--- config.mk ---
export PLATFORM = sky130hd
export DESIGN_NAME = lxt_cell
export DESIGN_NICKNAME = d
export VERILOG_FILES = /design/src/rtl/lxt_pkg.sv /design/src/rtl/lxt_cell.sv
export SDC_FILE = /design/constraint.sdc
export NUM_CORES = 1
export LEC_CHECK = 0
export BUFFER_PORTS_ARGS = -buffer_cell sky130_fd_sc_hd__buf_2
export CORE_UTILIZATION = 44
export DETAILED_ROUTE_END_ITERATION = 7
export GPL_TIMING_DRIVEN = 0
export PLACE_DENSITY = 0.78
export SYNTH_ARGS = -nofsm -noshare
export SYNTH_HDL_FRONTEND = slang
export SYNTH_SLANG_ARGS = --single-unit
--- constraint.sdc ---
create_clock -name clk -period 9.7 [get_ports clk]
set_clock_uncertainty 0.2 [all_clocks]
set_input_delay 0.485 -clock clk [delete_from_list [all_inputs] [get_ports clk]]
set_output_delay 0.485 -clock clk [all_outputs]
set_load 0.1 [all_outputs]
--- src/rtl/lxt_pkg.sv ---
`timescale 1ns / 1ps
package lxt_pkg;

  localparam int IDX_W = 8;

  typedef struct packed {
    logic             valid;
    logic             found;
    logic [IDX_W-1:0] idx;
  } srch_t;

endpackage

--- src/rtl/lxt_cell.sv ---
`timescale 1ns / 1ps
module lxt_cell #(
  parameter int W   = 64,
  parameter int IDX = 0,
  parameter int AW  = 6,
  parameter int CW  = 7
) (
  input  logic                 clk,
  input  logic                 rst_n,
  input  logic                 wr_en,
  input  logic [AW-1:0]        wr_addr,
  input  logic [W-1:0]         wr_data,
  input  logic [CW-1:0]        count,
  input  lxt_pkg::srch_t       st_i,
  input  logic [W-1:0]         key_i,
  output lxt_pkg::srch_t       st_o,
  output logic [W-1:0]         key_o
);

  localparam logic [AW-1:0] ADDR_C = AW'(IDX);
  localparam logic [CW-1:0] IDX_C  = CW'(IDX);

  logic [W-1:0] entry_r;
  logic         hit;

  assign hit = st_i.valid && !st_i.found && (IDX_C < count) && (entry_r == key_i);

  always_ff @(posedge clk) begin
    if (wr_en && (wr_addr == ADDR_C)) begin
      entry_r <= wr_data;
    end
  end

  always_ff @(posedge clk) begin
    if (!rst_n) begin
      st_o.valid <= 1'b0;
    end else begin
      st_o.valid <= st_i.valid;
    end
    st_o.found <= st_i.found | hit;
    st_o.idx   <= hit ? lxt_pkg::IDX_W'(IDX) : st_i.idx;
    key_o      <= key_i;
  end

endmodule

; ---- Word-level counts from Yosys, hierarchy flattened
; Cells that the tools add are included.
[word_totals]
out_inout_bits = 74
input_bits = 154
word_cells = 14
regBits = 138
[op_classes]
order_cmp = 1
n_reduce_logical = 6
n_bitwise = 1
eq_ne = 1
[ops]
columns = op, n
row1 = equality test 64 bit, 1
row2 = < comparator 1 x 7 -> 1 bit (first input constant), 1
row3 = logical NOT 6 bit, 1
row4 = logical AND 1 bit, 4
row5 = logical NOT 1 bit, 1
row6 = bitwise OR 1 bit, 1

; ---- Logic depth before layout (Yosys ltp)
[depth]
depth_word = 5
depth_mapped = 6
depth_no_buf = 5

; ---- Least setup slack after synthesis
; No wires, ideal clock.
[synth_path]
path_type = input -> register
startpoint = input port wr_addr[2]
endpoint = register entry_r[0] (enable)
setup_time_ns = 0.651
n_path_buf = 0
path_slack_ns = 1.631
cell_stages = 2
t_required_ns = 8.849
t_arrival_ns = 7.218
path_cell_list = or4b_2 nor4_1
[synth_between]
elab_chain_cells = 2
[synth_rtl]
columns = element, line
row1 = from (decl), lxt_cell.sv:11  ; input logic [AW-1:0] wr_addr,
row2 = logical NOT 6 bit, lxt_cell.sv:29  ; if (wr_en && (wr_addr == ADDR_C)) begin
row3 = logical AND 1 bit, lxt_cell.sv:29
row4 = to (signal assigned), lxt_cell.sv:30  ; entry_r <= wr_data;
row5 = to (decl), lxt_cell.sv:23  ; logic [W-1:0] entry_r;
; No other way between the ends.
; A chain may end at the register's enable or synchronous reset.

; ---- Final worst setup path
[layout_path]
startpoint = input port wr_addr[2]
endpoint = register entry_r[35] (enable)
; Same word-level chain as after synthesis.

==> summary.txt <==
GRT
  • Largest net degree at the start of global routing: 17
  • Initial antenna violation count: 0
  • First-pass GRT wire length: 19,400 um
  • Total track usage: 25.7%
  • GRT overflow: 0
  • Vias in the first global route: 4,005

Clock network
  • Clk_lat worst skew: 0.49 ns
  • Post-CTS setup buffer count: 0
  • CTS Sinks: 138
  • Max Buffers Root-to-Sink: 2
  • Reg clk slew, reported paths: 0.06 ns
  • # resized after CTS: 0
  • Cts hold-fix bufs: 130
  • H-Tree Depth: 4
  • CTS root buf: clkbuf_8
  • Clock buffer count from CTS: 17
  • CTS tree: done

STA
  • RSZ-0062 raised after global routing: no
  • Worst slew margin: 46.4%
  • Hold Vio Cnt, Final: 0
  • Min cycle time layout: 2.76 ns
  • Period utilization: 28.4%
  • Setup-failing EPs final: 0
  • Final Max Slew Viols: 0
  • Hold_ws: 0.0415 ns
  • Fmax: 362 MHz
  • Final worst slack: 6.94 ns
  • Worst Tran Pin Value: 0.797 ns

Routing
  • Via/cell ratio: 4.59
  • Vias: 3,638
  • Wirelength per Cell: 16.3 um
  • Drt pass-1 iters: 4
  • Post-route DRC: 0
  • Initial DRC count: 67
  • Antenna Nets Post-Route: 0
  • Final WL: 12,900 um

Final layout
  • Most frequent cells in the layout: 227 x buf_2, 130 x dlygate4sd3_1, 74 x dfxtp_1
  • Final core utilization: 81.0%
  • Area Growth Syn to Fin: 75.4%
  • Ratio of cells with drive above 1 in the final layout: 40.5%
  • Filler instances: 509
  • Nets@finish: 805
  • Most common cell after layout, fill and taps aside: buf_2
  • N_diodes: 0
  • Design area: 0.00763 mm2

Outcome
  • Outcome: complete, no violations

Die
  • IO Pins: 228
  • Starting Density: 46.2%
  • Width of the die: 101 um
  • Cell Rows: 35
  • DIE HEIGHT: 101 um
  • Std-Cell Core Area: 0.00942 mm2
  • Die Area: 0.0103 mm2

Power
  • Reg power frac: 41.7%
  • Combinational share of power: 15.6%
  • Clock power frac: 42.7%
  • Maximum vdd ir drop: 132 uV
  • Leak: 3.36 nW
  • Psw: 405 uW
  • Final Total Pwr: 1.51 mW
  • Switch share: 26.7%
  • Pwr dens: 199 mW/mm2
  • Power Internal: 1.11 mW

Yosys
  • Synthesized cell area: 0.00435 mm2
  • Syn Area/Cell: 16.2 um2
  • Yosys warns: 0
  • Cells after Synth: 268
  • Post-synth cell types: 30
  • Mapped Nets: 422
  • Yosys reg bits: 138
  • Register area share after synthesis: 78.3%

Setup path
  • Setup crit start kind: primary input
  • Flop-to-flop setup slack: 7.28 ns
  • CP max FO: 10
  • CP Class: in2reg
  • Reg2reg path depth: 6
  • RR Startpoint: entry_r[42]
  • Worst setup path end: entry_r[35]
  • CP Capture Type: flop
  • WP data required: 9.69 ns
  • Worst setup startpoint: wr_addr[2]
  • Worst r2r dst: st_o[0]
  • Critical Path AT: 2.75 ns

Place
  • IO buf count: 227
  • Final Wtd Congestion: 0.693
  • Hpwl dp: 7680 um
  • Total placed instance area: 0.00571 mm2
  • Dpl ws: 6.43 ns

Worst hold path
  • Hold Crit Depth: 2
  • Worst hold path class: in2reg

Run
  • MaxCap Viol Count: 0
## power groups by stage
| stage | sequential [mW] | combinational [mW] | clock (mW) |
|---|---|---|---|
| CTS | 0.631 | 0.232 | 0.651 |
| floorplan | 0.764 | 0.0148 | 0 |
| detailed placement | 0.643 | 0.191 | 0 |
| global route | 0.633 | 0.245 | 0.684 |
| global placement | 0.643 | 0.189 | 0 |
| finish | 0.632 | 0.236 | 0.647 |
## Yosys cell counts
library cell / number / share of area [%]
a2111oi_0: 4 / 0.81
nor4bb_1: 1 / 0.23
inv_1: 17 / 1.5
dfxtp_1: 74 / 34
o2111a_1: 3 / 0.78
nor4_4: 1 / 0.49
nand2_1: 1 / 0.086
a221oi_1: 2 / 0.40
o2bb2ai_1: 1 / 0.20
nand2b_1: 10 / 1.4
xnor2_1: 11 / 2.2
a222oi_1: 1 / 0.23
a21o_2: 1 / 0.20
xor2_1: 27 / 5.4
nor2_1: 1 / 0.086
nor2b_1: 12 / 1.7
or4_1: 3 / 0.52
and4_1: 1 / 0.20
a21boi_0: 8 / 1.4
nor4_1: 7 / 1.0
nor3_1: 1 / 0.11
a22o_1: 2 / 0.40
o22ai_1: 5 / 0.72
or4b_2: 1 / 0.23
nand4_1: 5 / 0.72
nand4b_1: 1 / 0.20
clkbuf_2: 1 / 0.11
o41ai_1: 1 / 0.20
and2_1: 1 / 0.14
edfxtp_1: 64 / 44
## sequential cells by signal, indices dropped and copies added (netlist names)
name     count
st_o        10
entry_r     64
key_o       64
## routing by layer
layer | wire length (um) | vias up | GRT usage [%] | share of wire (%)
met5 | 0 | - | 0 | 0
met4 | 195 | 0 | 9.92 | 1.5
met3 | 746 | 19 | 5.94 | 5.8
met2 | 7190 | 174 | 49.3 | 56
met1 | 4770 | 1710 | 27.1 | 37
li1 | - | 1735 | - | -
## critical path, cell delays in order
cell and delay (ns):
buf_2 0.09, or4b_2 0.68, nor4_2 0.62, buf_6 0.24, buf_4 0.21, buf_4 0.22
buf_4 0.21
## cell type report
type	count	area (um2)	share of cell area (%)
Clock buffer	27	577	7.56
Buffer	1	5.00	0.0656
Multi-Input combinational cell	112	883	11.6
Inverter	17	63.8	0.837
Sequential cell	138	3400	44.6
Tap cell	129	161	2.12
Clock inverter	5	40.0	0.525
Timing Repair Buffer	364	2490	32.7
## worst min path at each step
stage | slack (ns) | endpoint | from
6_report | 0.04 | st_o[9] | st_i[9]
5_1_grt | 0.02 | st_o[7] | st_i[7]
4_1_cts | 0.009 | st_o[0] | st_i[0]
3_5_place_dp | 0.41 | key_o[3] | key_i[3]
3_3_place_gp | 0.40 | key_o[55] | key_i[55]
2_1_floorplan | 0.31 | key_o[0] | key_i[0]
## cell families (layout without fill, tap and decap cells)
kind of cell | after synthesis | count (layout) | share of synthesized area [%]
compound gates | 28 | 28 | 5.32
xor+xnor | 38 | 38 | 7.65
buf+inv | 18 | 414 | 1.58
flops | 138 | 138 | 78.3
simple gates | 46 | 46 | 7.19
## per-stage QoR
stage,std cells,TNS (ns)
2_1_floorplan,268,0
3_3_place_gp,624,-64.24
3_5_place_dp,631,0
4_1_cts,793,0
5_1_grt,793,0
6_report,793,0
Note: power is estimated with default switching activity, not from simulation.
